===== src/rtl/core/can_bit_timing_calculator_defines.svh =====
// Assertion macros for the CAN bit timing calculator.
// Included by the RTL files that carry concurrent assertions.
`ifndef CAN_BIT_TIMING_CALCULATOR_DEFINES_SVH
`define CAN_BIT_TIMING_CALCULATOR_DEFINES_SVH

// same-cycle implication
`define CBT_ASSERT_IMP(label, clk, rst_n, ante, cons) \
    label: assert property (@(posedge clk) disable iff (!rst_n) (ante) |-> (cons)) \
        else $error("cbt assertion failed");

// next-cycle implication
`define CBT_ASSERT_NXT(label, clk, rst_n, ante, cons) \
    label: assert property (@(posedge clk) disable iff (!rst_n) (ante) |=> (cons)) \
        else $error("cbt assertion failed");

`endif


===== src/rtl/core/cbt_pkg.sv =====
// Package for the CAN bit timing calculator: sequencer states, divider
// status type, register indexes and arithmetic constants. No dependencies.
`default_nettype none

package cbt_pkg;

    localparam int DIV_NW = 41;
    localparam int DIV_DW = 30;

    typedef struct packed {
        logic busy;
        logic done;
    } t_div_stat;

    typedef enum logic [4:0] {
        S_IDLE,
        S_INIT,
        S_CAND,
        S_STEP,
        S_ROUND,
        S_LIMIT,
        S_RERR,
        S_SPA,
        S_SPB,
        S_SPD,
        S_SPC,
        S_SPEND,
        S_NEXT,
        S_RESULT,
        S_QNS,
        S_RRATE,
        S_OUT,
        S_WAIT
    } t_state;

    localparam logic [2:0] CFG_CLOCK_HZ     = 3'd0;
    localparam logic [2:0] CFG_SEG1_MIN     = 3'd1;
    localparam logic [2:0] CFG_SEG1_MAX     = 3'd2;
    localparam logic [2:0] CFG_SEG2_MIN     = 3'd3;
    localparam logic [2:0] CFG_SEG2_MAX     = 3'd4;
    localparam logic [2:0] CFG_JUMP_MAX     = 3'd5;
    localparam logic [2:0] CFG_PRESCALE_MIN = 3'd6;
    localparam logic [2:0] CFG_PRESCALE_MAX = 3'd7;

    localparam logic [29:0] NO_RERR   = 30'h3FFF_FFFF;
    localparam logic [10:0] NO_PERR   = 11'h7FF;
    localparam logic [19:0] RATE_HI   = 20'd800000;
    localparam logic [19:0] RATE_MID  = 20'd500000;
    localparam logic [9:0]  NOM_HI    = 10'd750;
    localparam logic [9:0]  NOM_MID   = 10'd800;
    localparam logic [9:0]  NOM_LO    = 10'd875;
    localparam logic [9:0]  PT_SCALE  = 10'd1000;
    localparam logic [29:0] NS_PER_S  = 30'd1000000000;
    localparam logic [19:0] QNS_SAT   = 20'hFFFFF;

endpackage

`default_nettype wire


===== src/rtl/core/cbt_divider.sv =====
// Restoring radix-2 divider, one quotient bit per cycle, shared by the
// bit timing sequencer. Depends on cbt_pkg.
`default_nettype none

module cbt_divider import cbt_pkg::*; (
    input  wire logic              i_clk,
    input  wire logic              i_rst_n,
    input  wire logic              i_start,
    input  wire logic [DIV_NW-1:0] i_dividend,
    input  wire logic [DIV_DW-1:0] i_divisor,
    output t_div_stat              o_stat,
    output logic      [DIV_NW-1:0] o_quotient
);

    localparam int CW = $clog2(DIV_NW + 1);

    logic [DIV_NW-1:0] r_quo;
    logic [DIV_DW-1:0] r_rem;
    logic [DIV_DW-1:0] r_dvs;
    logic [CW-1:0]     r_cnt;
    logic              r_busy;
    logic              r_done;
    logic [DIV_DW:0]   trial;
    logic              ge;

    assign trial = {r_rem, r_quo[DIV_NW-1]} - {1'b0, r_dvs};
    assign ge    = ~trial[DIV_DW];

    always_ff @(posedge i_clk) begin
        if (!i_rst_n) begin
            r_busy <= 1'b0;
            r_done <= 1'b0;
            r_cnt  <= '0;
        end else begin
            r_done <= 1'b0;
            if (i_start) begin
                r_busy <= 1'b1;
                r_cnt  <= CW'(DIV_NW);
                r_quo  <= i_dividend;
                r_rem  <= '0;
                r_dvs  <= i_divisor;
            end else if (r_busy) begin
                r_rem <= ge ? trial[DIV_DW-1:0] : {r_rem[DIV_DW-2:0], r_quo[DIV_NW-1]};
                r_quo <= {r_quo[DIV_NW-2:0], ge};
                r_cnt <= r_cnt - CW'(1);
                if (r_cnt == CW'(1)) begin
                    r_busy <= 1'b0;
                    r_done <= 1'b1;
                end
            end
        end
    end

    assign o_stat.busy = r_busy;
    assign o_stat.done = r_done;
    assign o_quotient  = r_quo;

endmodule

`default_nettype wire


===== src/rtl/core/can_bit_timing_calculator.sv =====
// CAN bit timing calculator top level: search sequencer and datapath.
// Depends on cbt_pkg, cbt_divider and can_bit_timing_calculator_defines.svh.
//
// Usage: a request beat (i_want_rate, i_want_point, i_want_jump) is taken at
// a clock edge with start high and busy low. busy stays high until the
// result is out. The result is shown for one cycle with o_done high; the
// receiver cannot stall and must take it then. o_valid_res low means no
// prescaler fits and every other result field is zero.
// Configuration beats on i_cfg_valid/o_cfg_ready (always ready) write the
// register at i_cfg_index; write only while busy is low.
// Sequencing: every division runs on the one shared 41-step divider, issued
// from its own state. A segment length candidate whose prescaler misses
// the limits stops after the prescaler division, one with a worse rate
// error after the rate division, and one that is split also runs four
// split divisions; BRP_STEP above one adds a rounding state per candidate.
// Candidates run from 2*(seg1_max+seg2_max)+1 down to 2*(seg1_min+seg2_min),
// stopping on an exact match; the final split and two output divisions
// follow. With reset limits there are 46 candidates; a zero bitrate or clock
// skips the search. One request is worked at a time.
// Reset returns to idle with the register defaults.
`default_nettype none

`include "can_bit_timing_calculator_defines.svh"

module can_bit_timing_calculator import cbt_pkg::*; #(
    parameter int BRP_STEP = 1
) (
    input  wire logic        i_clk,
    input  wire logic        i_rst_n,
    input  wire logic        start,
    output logic             busy,
    input  wire logic [19:0] i_want_rate,
    input  wire logic [9:0]  i_want_point,
    input  wire logic [3:0]  i_want_jump,
    input  wire logic        i_cfg_valid,
    output logic             o_cfg_ready,
    input  wire logic [2:0]  i_cfg_index,
    input  wire logic [29:0] i_cfg_data,
    output logic             o_done,
    output logic             o_valid_res,
    output logic [10:0]      o_prescale,
    output logic [4:0]       o_prop_len,
    output logic [5:0]       o_phase1_len,
    output logic [5:0]       o_phase2_len,
    output logic [3:0]       o_jump_len,
    output logic [9:0]       o_real_point,
    output logic [29:0]      o_real_rate,
    output logic [19:0]      o_quantum_ns,
    output logic [7:0]       o_timing_byte0,
    output logic [6:0]       o_timing_byte1
);

    localparam int STEP_W = $clog2(BRP_STEP + 1);
    localparam int RCP_SH = 17;
    localparam logic [17:0] RCP_M = 18'((2 ** RCP_SH + BRP_STEP - 1) / BRP_STEP);

    t_state r_state, n_state, r_ret, n_ret;

    logic [29:0] r_clock_hz;
    logic [5:0]  r_seg1_min, r_seg1_max, r_seg2_min, r_seg2_max;
    logic [3:0]  r_jump_max;
    logic [10:0] r_pmin, r_pmax;

    logic [19:0] r_rate;
    logic [9:0]  r_nom;
    logic [3:0]  r_jreq;
    logic [7:0]  r_t, r_tlo;
    logic [30:0] r_brp;
    logic [29:0] r_rerr, r_best_rerr;
    logic [10:0] r_best_perr, r_win_brp, r_sp_err;
    logic [6:0]  r_best_t, r_st, r_s1c, r_s2c, r_h1, r_h2;
    logic        r_i, r_final;
    logic [9:0]  r_sp_pt;
    logic [19:0] r_qns;
    logic        r_done;

    logic              div_start;
    logic [DIV_NW-1:0] div_dividend, div_q;
    logic [DIV_DW-1:0] div_divisor;
    t_div_stat         div_stat;

    logic [7:0]  t_hi, t_lo;
    logic [6:0]  all_w, total_w;
    logic [26:0] rate_mul;
    logic [17:0] brp_all;
    logic [16:0] nom_tot, pt_num;
    logic [40:0] qns_num;
    logic [7:0]  len_w;
    logic [18:0] rr_den;
    logic [29:0] rcp_prod;
    logic [11:0] rcp_q;
    logic [12+STEP_W-1:0] rnd_mul;
    logic [30:0] rnd_brp;
    logic        brp_bad;
    logic [29:0] rerr_w;
    logic [9:0]  nom_w, pt_w, e_w;
    logic signed [9:0] s1a, s2a, st_s;
    logic [6:0]  s1_w, s2_w;
    logic [3:0]  jump_w;
    logic [10:0] bm1;
    logic [3:0]  jm1;
    logic [6:0]  h1m1, h2m1, ph1_w;

    cbt_divider u_div (
        .i_clk      (i_clk),
        .i_rst_n    (i_rst_n),
        .i_start    (div_start),
        .i_dividend (div_dividend),
        .i_divisor  (div_divisor),
        .o_stat     (div_stat),
        .o_quotient (div_q)
    );

    assign t_hi     = {7'(r_seg1_max) + 7'(r_seg2_max), 1'b1};
    assign t_lo     = {7'(r_seg1_min) + 7'(r_seg2_min), 1'b0};
    assign all_w    = r_t[7:1] + 7'd1;
    assign total_w  = r_st + 7'd1;
    assign rate_mul = r_rate * all_w;
    assign brp_all  = r_brp[10:0] * all_w;
    assign nom_tot  = r_nom * total_w;
    assign pt_num   = PT_SCALE * (total_w - r_s2c);
    assign qns_num  = r_win_brp * NS_PER_S;
    assign len_w    = {1'b0, r_h1} + {1'b0, r_h2} + 8'd1;
    assign rr_den   = r_win_brp * len_w;
    // round down to a BRP_STEP multiple; above 4095 the prescaler misses the limits anyway
    assign rcp_prod = r_brp[11:0] * RCP_M;
    assign rcp_q    = rcp_prod[RCP_SH+11:RCP_SH];
    assign rnd_mul  = rcp_q * STEP_W'(BRP_STEP);
    assign rnd_brp  = (r_brp[30:12] != '0) ? r_brp : 31'(rnd_mul);
    assign brp_bad  = (r_brp == '0) || (r_brp < {20'b0, r_pmin}) || (r_brp > {20'b0, r_pmax});
    assign rerr_w   = (div_q[29:0] >= {10'b0, r_rate}) ? div_q[29:0] - {10'b0, r_rate}
                                                       : {10'b0, r_rate} - div_q[29:0];
    assign pt_w     = div_q[9:0];
    assign e_w      = r_nom - pt_w;

    always_comb begin
        if (i_want_point != '0) begin
            nom_w = i_want_point;
        end else if (i_want_rate > RATE_HI) begin
            nom_w = NOM_HI;
        end else if (i_want_rate > RATE_MID) begin
            nom_w = NOM_MID;
        end else begin
            nom_w = NOM_LO;
        end
    end

    // segment split for one rounding choice
    always_comb begin
        st_s = $signed({3'b0, r_st});
        s2a  = $signed({3'b0, total_w}) - $signed({2'b0, div_q[7:0]})
               - $signed({9'b0, r_i});
        if (s2a < $signed({4'b0, r_seg2_min})) begin
            s2a = $signed({4'b0, r_seg2_min});
        end
        if (s2a > $signed({4'b0, r_seg2_max})) begin
            s2a = $signed({4'b0, r_seg2_max});
        end
        if (s2a > st_s) begin
            s2a = st_s;
        end
        s1a = st_s - s2a;
        if (s1a > $signed({4'b0, r_seg1_max})) begin
            s1a = $signed({4'b0, r_seg1_max});
            s2a = st_s - s1a;
        end
        s1_w = s1a[6:0];
        s2_w = s2a[6:0];
    end

    always_comb begin
        if (r_jreq == '0 || r_jump_max == '0) begin
            jump_w = 4'd1;
        end else begin
            jump_w = (r_jreq > r_jump_max) ? r_jump_max : r_jreq;
            if (r_h2 < {3'b0, jump_w}) begin
                jump_w = r_h2[3:0];
            end
        end
    end

    assign bm1   = r_win_brp - 11'd1;
    assign jm1   = jump_w - 4'd1;
    assign h1m1  = r_h1 - 7'd1;
    assign h2m1  = r_h2 - 7'd1;
    assign ph1_w = r_h1 - {1'b0, r_h1[6:1]};

    // next state
    always_comb begin
        n_state = r_state;
        n_ret   = r_ret;
        unique case (r_state)
            S_IDLE: begin
                if (start) n_state = S_INIT;
            end
            S_INIT: begin
                if (r_rate == '0 || r_clock_hz == '0 || t_hi < t_lo) n_state = S_RESULT;
                else n_state = S_CAND;
            end
            S_CAND: begin
                n_state = S_WAIT;
                n_ret   = S_STEP;
            end
            S_STEP: begin
                n_state = (BRP_STEP > 1) ? S_ROUND : S_LIMIT;
            end
            S_ROUND: n_state = S_LIMIT;
            S_LIMIT: begin
                if (brp_bad) begin
                    n_state = S_NEXT;
                end else begin
                    n_state = S_WAIT;
                    n_ret   = S_RERR;
                end
            end
            S_RERR: begin
                n_state = (rerr_w > r_best_rerr) ? S_NEXT : S_SPA;
            end
            S_SPA: begin
                n_state = S_WAIT;
                n_ret   = S_SPB;
            end
            S_SPB: n_state = S_SPD;
            S_SPD: begin
                n_state = S_WAIT;
                n_ret   = S_SPC;
            end
            S_SPC: n_state = r_i ? S_SPEND : S_SPA;
            S_SPEND: begin
                if (r_final) n_state = S_QNS;
                else if (r_sp_err > r_best_perr) n_state = S_NEXT;
                else if (r_rerr == '0 && r_sp_err == '0) n_state = S_RESULT;
                else n_state = S_NEXT;
            end
            S_NEXT: n_state = (r_t == r_tlo) ? S_RESULT : S_CAND;
            S_RESULT: n_state = (r_win_brp == '0) ? S_IDLE : S_SPA;
            S_QNS: begin
                n_state = S_WAIT;
                n_ret   = S_RRATE;
            end
            S_RRATE: begin
                n_state = S_WAIT;
                n_ret   = S_OUT;
            end
            S_OUT: n_state = S_IDLE;
            S_WAIT: begin
                if (div_stat.done) n_state = r_ret;
            end
            default: n_state = S_IDLE;
        endcase
    end

    // divider requests
    always_comb begin
        div_start    = 1'b0;
        div_dividend = {11'b0, r_clock_hz};
        div_divisor  = {3'b0, rate_mul};
        unique case (r_state)
            S_CAND: begin
                div_start = 1'b1;
            end
            S_LIMIT: begin
                div_start   = ~brp_bad;
                div_divisor = {12'b0, brp_all};
            end
            S_SPA: begin
                div_start    = 1'b1;
                div_dividend = {24'b0, nom_tot};
                div_divisor  = {20'b0, PT_SCALE};
            end
            S_SPD: begin
                div_start    = 1'b1;
                div_dividend = {24'b0, pt_num};
                div_divisor  = {23'b0, total_w};
            end
            S_QNS: begin
                div_start    = 1'b1;
                div_dividend = qns_num;
                div_divisor  = r_clock_hz;
            end
            S_RRATE: begin
                div_start   = 1'b1;
                div_divisor = {11'b0, rr_den};
            end
            default: div_start = 1'b0;
        endcase
    end

    always_ff @(posedge i_clk) begin
        if (!i_rst_n) begin
            r_state    <= S_IDLE;
            r_ret      <= S_IDLE;
            r_done     <= 1'b0;
            r_clock_hz <= 30'd100000000;
            r_seg1_min <= 6'd1;
            r_seg1_max <= 6'd16;
            r_seg2_min <= 6'd1;
            r_seg2_max <= 6'd8;
            r_jump_max <= 4'd4;
            r_pmin     <= 11'd1;
            r_pmax     <= 11'd64;
        end else begin
            r_state <= n_state;
            r_ret   <= n_ret;
            r_done  <= 1'b0;
            if (i_cfg_valid) begin
                unique case (i_cfg_index)
                    CFG_CLOCK_HZ:     r_clock_hz <= i_cfg_data;
                    CFG_SEG1_MIN:     r_seg1_min <= i_cfg_data[5:0];
                    CFG_SEG1_MAX:     r_seg1_max <= i_cfg_data[5:0];
                    CFG_SEG2_MIN:     r_seg2_min <= i_cfg_data[5:0];
                    CFG_SEG2_MAX:     r_seg2_max <= i_cfg_data[5:0];
                    CFG_JUMP_MAX:     r_jump_max <= i_cfg_data[3:0];
                    CFG_PRESCALE_MIN: r_pmin     <= i_cfg_data[10:0];
                    CFG_PRESCALE_MAX: r_pmax     <= i_cfg_data[10:0];
                    default: ;
                endcase
            end
            unique case (r_state)
                S_IDLE: begin
                    if (start) begin
                        r_rate      <= i_want_rate;
                        r_nom       <= nom_w;
                        r_jreq      <= i_want_jump;
                        r_best_rerr <= NO_RERR;
                        r_best_perr <= NO_PERR;
                        r_win_brp   <= '0;
                        r_best_t    <= '0;
                        r_h1        <= '0;
                        r_h2        <= '0;
                    end
                end
                S_INIT: begin
                    r_t   <= t_hi;
                    r_tlo <= t_lo;
                end
                S_STEP:  r_brp <= div_q[30:0] + {30'b0, r_t[0]};
                S_ROUND: r_brp <= rnd_brp;
                S_RERR: begin
                    r_rerr <= rerr_w;
                    if (rerr_w < r_best_rerr) r_best_perr <= NO_PERR;
                    r_st     <= r_t[7:1];
                    r_i      <= 1'b0;
                    r_final  <= 1'b0;
                    r_sp_err <= NO_PERR;
                    r_sp_pt  <= '0;
                end
                S_SPB: begin
                    r_s1c <= s1_w;
                    r_s2c <= s2_w;
                end
                S_SPC: begin
                    if (pt_w <= r_nom && {1'b0, e_w} < r_sp_err) begin
                        r_sp_err <= {1'b0, e_w};
                        r_sp_pt  <= pt_w;
                        r_h1     <= r_s1c;
                        r_h2     <= r_s2c;
                    end
                    r_i <= 1'b1;
                end
                S_SPEND: begin
                    if (!r_final && r_sp_err <= r_best_perr) begin
                        r_best_perr <= r_sp_err;
                        r_best_rerr <= r_rerr;
                        r_best_t    <= r_st;
                        r_win_brp   <= r_brp[10:0];
                    end
                end
                S_NEXT: r_t <= r_t - 8'd1;
                S_RESULT: begin
                    if (r_win_brp == '0) begin
                        r_done         <= 1'b1;
                        o_valid_res    <= 1'b0;
                        o_prescale     <= '0;
                        o_prop_len     <= '0;
                        o_phase1_len   <= '0;
                        o_phase2_len   <= '0;
                        o_jump_len     <= '0;
                        o_real_point   <= '0;
                        o_real_rate    <= '0;
                        o_quantum_ns   <= '0;
                        o_timing_byte0 <= '0;
                        o_timing_byte1 <= '0;
                    end else begin
                        r_st     <= r_best_t;
                        r_i      <= 1'b0;
                        r_final  <= 1'b1;
                        r_sp_err <= NO_PERR;
                        r_sp_pt  <= '0;
                    end
                end
                S_RRATE: r_qns <= (div_q > {21'b0, QNS_SAT}) ? QNS_SAT : div_q[19:0];
                S_OUT: begin
                    r_done         <= 1'b1;
                    o_valid_res    <= 1'b1;
                    o_prescale     <= r_win_brp;
                    o_prop_len     <= r_h1[5:1];
                    o_phase1_len   <= ph1_w[5:0];
                    o_phase2_len   <= r_h2[5:0];
                    o_jump_len     <= jump_w;
                    o_real_point   <= r_sp_pt;
                    o_real_rate    <= div_q[29:0];
                    o_quantum_ns   <= r_qns;
                    o_timing_byte0 <= {jm1[1:0], bm1[5:0]};
                    o_timing_byte1 <= {h2m1[2:0], h1m1[3:0]};
                end
                default: ;
            endcase
        end
    end

    assign busy        = (r_state != S_IDLE);
    assign o_cfg_ready = 1'b1;
    assign o_done      = r_done;

    `CBT_ASSERT_NXT(a_accept_busy, i_clk, i_rst_n, start && !busy, busy)
    `CBT_ASSERT_IMP(a_done_idle, i_clk, i_rst_n, o_done, !busy)
    `CBT_ASSERT_IMP(a_invalid_zero, i_clk, i_rst_n, o_done && !o_valid_res, (o_prescale == '0) && (o_real_rate == '0))
    `CBT_ASSERT_IMP(a_div_free, i_clk, i_rst_n, div_start, !div_stat.busy)

endmodule

`default_nettype wire

===== config.mk =====
export PLATFORM = sky130hd
export DESIGN_NAME = can_bit_timing_calculator
export DESIGN_NICKNAME = d
export VERILOG_FILES = /design/src/rtl/core/cbt_pkg.sv /design/src/rtl/core/cbt_divider.sv /design/src/rtl/core/can_bit_timing_calculator.sv
export VERILOG_INCLUDE_DIRS = /design/src /design/src/rtl/core
export SDC_FILE = /design/constraint.sdc
export NUM_CORES = 2
export LEC_CHECK = 0
export ABC_AREA = 1
export BUFFER_PORTS_ARGS = -buffer_cell sky130_fd_sc_hd__buf_4
export CAP_MARGIN = 20
export CORE_MARGIN = 8
export CORE_UTILIZATION = 60
export DETAILED_ROUTE_END_ITERATION = 6
export PLACE_DENSITY_LB_ADDON = 0.2
export SLEW_MARGIN = 0
export SYNTH_ARGS = -nofsm -noshare
export SYNTH_HDL_FRONTEND = slang
export SYNTH_SLANG_ARGS = --single-unit

===== constraint.sdc =====
create_clock -name i_clk -period 27.5 [get_ports i_clk]
set_clock_uncertainty 0.2 [all_clocks]
set_input_delay 5.5 -clock i_clk [delete_from_list [all_inputs] [get_ports i_clk]]
set_output_delay 5.5 -clock i_clk [all_outputs]
set_load 0.01 [all_outputs]

==> results by group <==
Logic synthesis
  • Synth Flop Type: edfxtp_1
  • Mapped Cells: 5,790
  • Sequential area share after synthesis: 32.04%
  • Synth Cell Area: 0.04893 mm²
  • Top cells by count, synth: 1,126 x inv_1, 958 x nand2_1, 631 x nor2_1, 534 x ha_1, 456 x edfxtp_1
  • Post-Syn Nets: between 6,000 and 7,000
  • Post-synth EDFFs: 456
  • Area leader, netlist: edfxtp_1
  • Synth async-reset ratio: 0%
  • Netlist cell types: 69
  • Post-synthesis register bit count: 555
  • Top cells by area, synth: edfxtp_1 28%, fa_1 14%, ha_1 14%, inv_1 8.6%, nand2_1 7.3%
  • Most common cell in the netlist: inv_1
  • Syn_area_per_cell: about 8.5 µm²
  • Synthesis Warnings: 0
  • Post-synth top area share: ~28%

Routing
  • TritonRoute pass-1 iters: 6
  • Drt total wl: 157,700 µm
  • Met2 WL: 68,620 µm
  • M1 WL: 63,220 µm
  • Vias: approximately 41,000
  • Drt first-iter violations: 4,461
  • Max Used Layer: met5
  • Vias per cell: 5.869
  • # DRC: 0
  • DRT antenna net count: 0
  • DR WL met3: ~18,000 µm
  • Routed length per placed instance: 22.30 µm

Floorplan
  • Starting density of the core: a little over 60%
  • Height of the die: 301.6 µm
  • Top Ports: 182
  • Core area: 0.08068 mm²
  • Die footprint: about 0.091 mm²
  • Die X-Extent: a little over 300 µm
  • # rows: 104

Clock tree
  • Clock transition at path regs: 0.06 ns
  • Total CTS buffers: just over 60
  • H-tree levels: 2
  • Skew-Pair Late Insertion Delay: 0.66 ns
  • Worst-case clock buffer depth: 3
  • Sink Count: 555
  • Post-CTS setup repair buffer count: 0
  • Post-CTS sizing: 0
  • Root Buffer: clkbuf_16
  • Clock tree from TritonCTS: yes
  • Hold-fix buffer count after cts: 0

Global route
  • Vias in the first global route: 40,290
  • First-pass GRT wire length: 238,000 µm
  • Initial antenna violation count: 7
  • Overall Global Routing Usage: 34.17%
  • Grt total ovfl: 0
  • Largest net degree at the start of global routing: 67

Setup path
  • Crit path kind: reg -> reg
  • Crit path depth: slightly above 60
  • Crit path max-delay cell type: ha_1
  • Startpoint types: flop
  • Worst r2r path cells: 62
  • Required time worst endpoint: 27.82 ns
  • CP Buf/Inv Count: 10
  • CP max stage delay: approximately 0.5 ns
  • Critical path arrival: between 10 and 15 ns
  • Critical path's top delay family: simple AND/OR/NAND/NOR gates
  • Critical path endpoint category: flop
  • Crit path top cell by count: nand2_1
  • Crit Path Max Fanout: 16

STA
  • Setup violations, final: 0
  • Setup_tns: 0 ns
  • Post-layout minimum cycle time: 10.54 ns
  • RSZ-0062 raised after global routing: false
  • Final WS setup: roughly 17 ns
  • Final period util: about two fifths
  • Max frequency: 94.84 MHz
  • Max-slew headroom: 18.84%
  • Slew at the pin closest to its max-slew limit: 1.216 ns
  • Hold WS: between 0.2 and 0.3 ns
  • Slew Limit Fails: 0
  • Final hold vios: 0

Min path
  • Worst Hold Path Cells: 2
  • Min-delay worst type: reg -> reg

Placement
  • Buffers on Ports: 180
  • Final Wtd Congestion: around 1
  • HPWL Detailed: 124,400 µm
  • Place WS: 17.06 ns

Layout
  • Multi-input gate area: 0.02849 mm²
  • Final net count: about 7,000
  • Fraction of layout cells with a size suffix above 1: just over 7%
  • P&R area growth vs syn: 9.717%
  • Sequential cell area: roughly 0.016 mm²
  • Fill cells: 6,833

Outcome
  • Status: complete, no violations

Run
  • Max-Cap Viols: 0
## cell families after synthesis
| group | count (synthesis) | synth area share (%) |
|---|---|---|
| compound gates | 961 | 11.11 |
| xor+xnor | 141 | 2.524 |
| fa+ha+maj | 877 | 27.69 |
| buf+inv | 1287 | 9.952 |
| flops | 555 | 32.04 |
| mux | 2 | 0.04092 |
| other cells | 1 | 0.007664 |
| simple gates | 1966 | 16.64 |
## layout make-up
type / instances / area share [%]
Timing Repair Buffer: 238 / 3.361
Inverter: 1152 / 8.059
Multi-Input combinational cell: 3948 / 53.07
Clock inverter: 39 / 0.7411
Antenna cell: 2 / 0.009322
Clock buffer: 77 / 3.090
Sequential cell: 555 / 29.20
Tap cell: 1060 / 2.470
## path summary, 6_finish.rpt
path | startpoint | end | slack (ns)
min reg2reg | r_pmin[0] | r_pmin[0] | 0.26
max | r_st[0] | r_s1c[5] | 16.96
min | r_pmin[0] | r_pmin[0] | 0.26
max reg2reg | r_st[0] | r_s1c[5] | 16.96
## tightest hold or removal path: cells and delay by family, from the launching register on
| kind | cells | cell delay (ns) |
|---|---|---|
| flip-flops | 1 | 0.33 |
| AND/OR/NAND/NOR | 2 | 0.11 |
## cells in the final DEF (no fill, tap or decap), types with 16 or more instances in the layout
cell / synthesis / routed
nand2_2: 17 / 18
o221ai_1: 16 / 16
buf_4: 3 / 236
a211oi_1: 17 / 17
clkinv_1: 19 / 25
ha_1: 534 / 534
a21oi_1: 385 / 383
o21ai_0: 333 / 333
nand4_1: 53 / 53
o21bai_1: 18 / 17
fa_1: 343 / 343
nand3_1: 150 / 150
dfxtp_1: 99 / 99
xnor2_1: 49 / 49
clkbuf_16: 0 / 63
nand2_1: 958 / 957
nor4_1: 40 / 37
o211ai_1: 26 / 26
o22ai_1: 18 / 18
edfxtp_1: 456 / 456
inv_1: 1126 / 1124
nor2_1: 631 / 622
or2_2: 33 / 33
xor2_1: 92 / 92
nor3_1: 50 / 48
a31oi_1: 22 / 22
## flip-flops by register name, indices dropped and copies added (netlist names), 20 cells and up
| register | flops |
|---|---|
| u_div.o_quotient | 41 |
| r_brp | 31 |
| o_real_rate | 30 |
| r_best_rerr | 30 |
| r_clock_hz | 30 |
| r_rerr | 30 |
| u_div.r_dvs | 30 |
| u_div.r_rem | 30 |
| o_quantum_ns | 20 |
| r_qns | 20 |
| r_rate | 20 |
## stage by stage
step,std cells,area [µm²],utilization [%]
final,7071,53690,66.54
after global routing,7069,53680,66.54
after CTS,7069,53680,66.54
after detailed placement,6953,51620,63.99
after global placement,6951,51590,63.95
after floorplan,5790,48930,-
## per-layer routing
| metal | track usage (%) | vias to the layer above |
|---|---|---|
| met3 | 8.395 | 393 |
| li1 | - | 19190 |
| met5 | 0 | - |
| met4 | 14.08 | 6 |
| met1 | 45.69 | 19740 |
| met2 | 53.18 | 2174 |
Power is left out: the tool's default activity adds up to more than one toggle a clock period on the data nets, which glitch-free logic cannot reach.
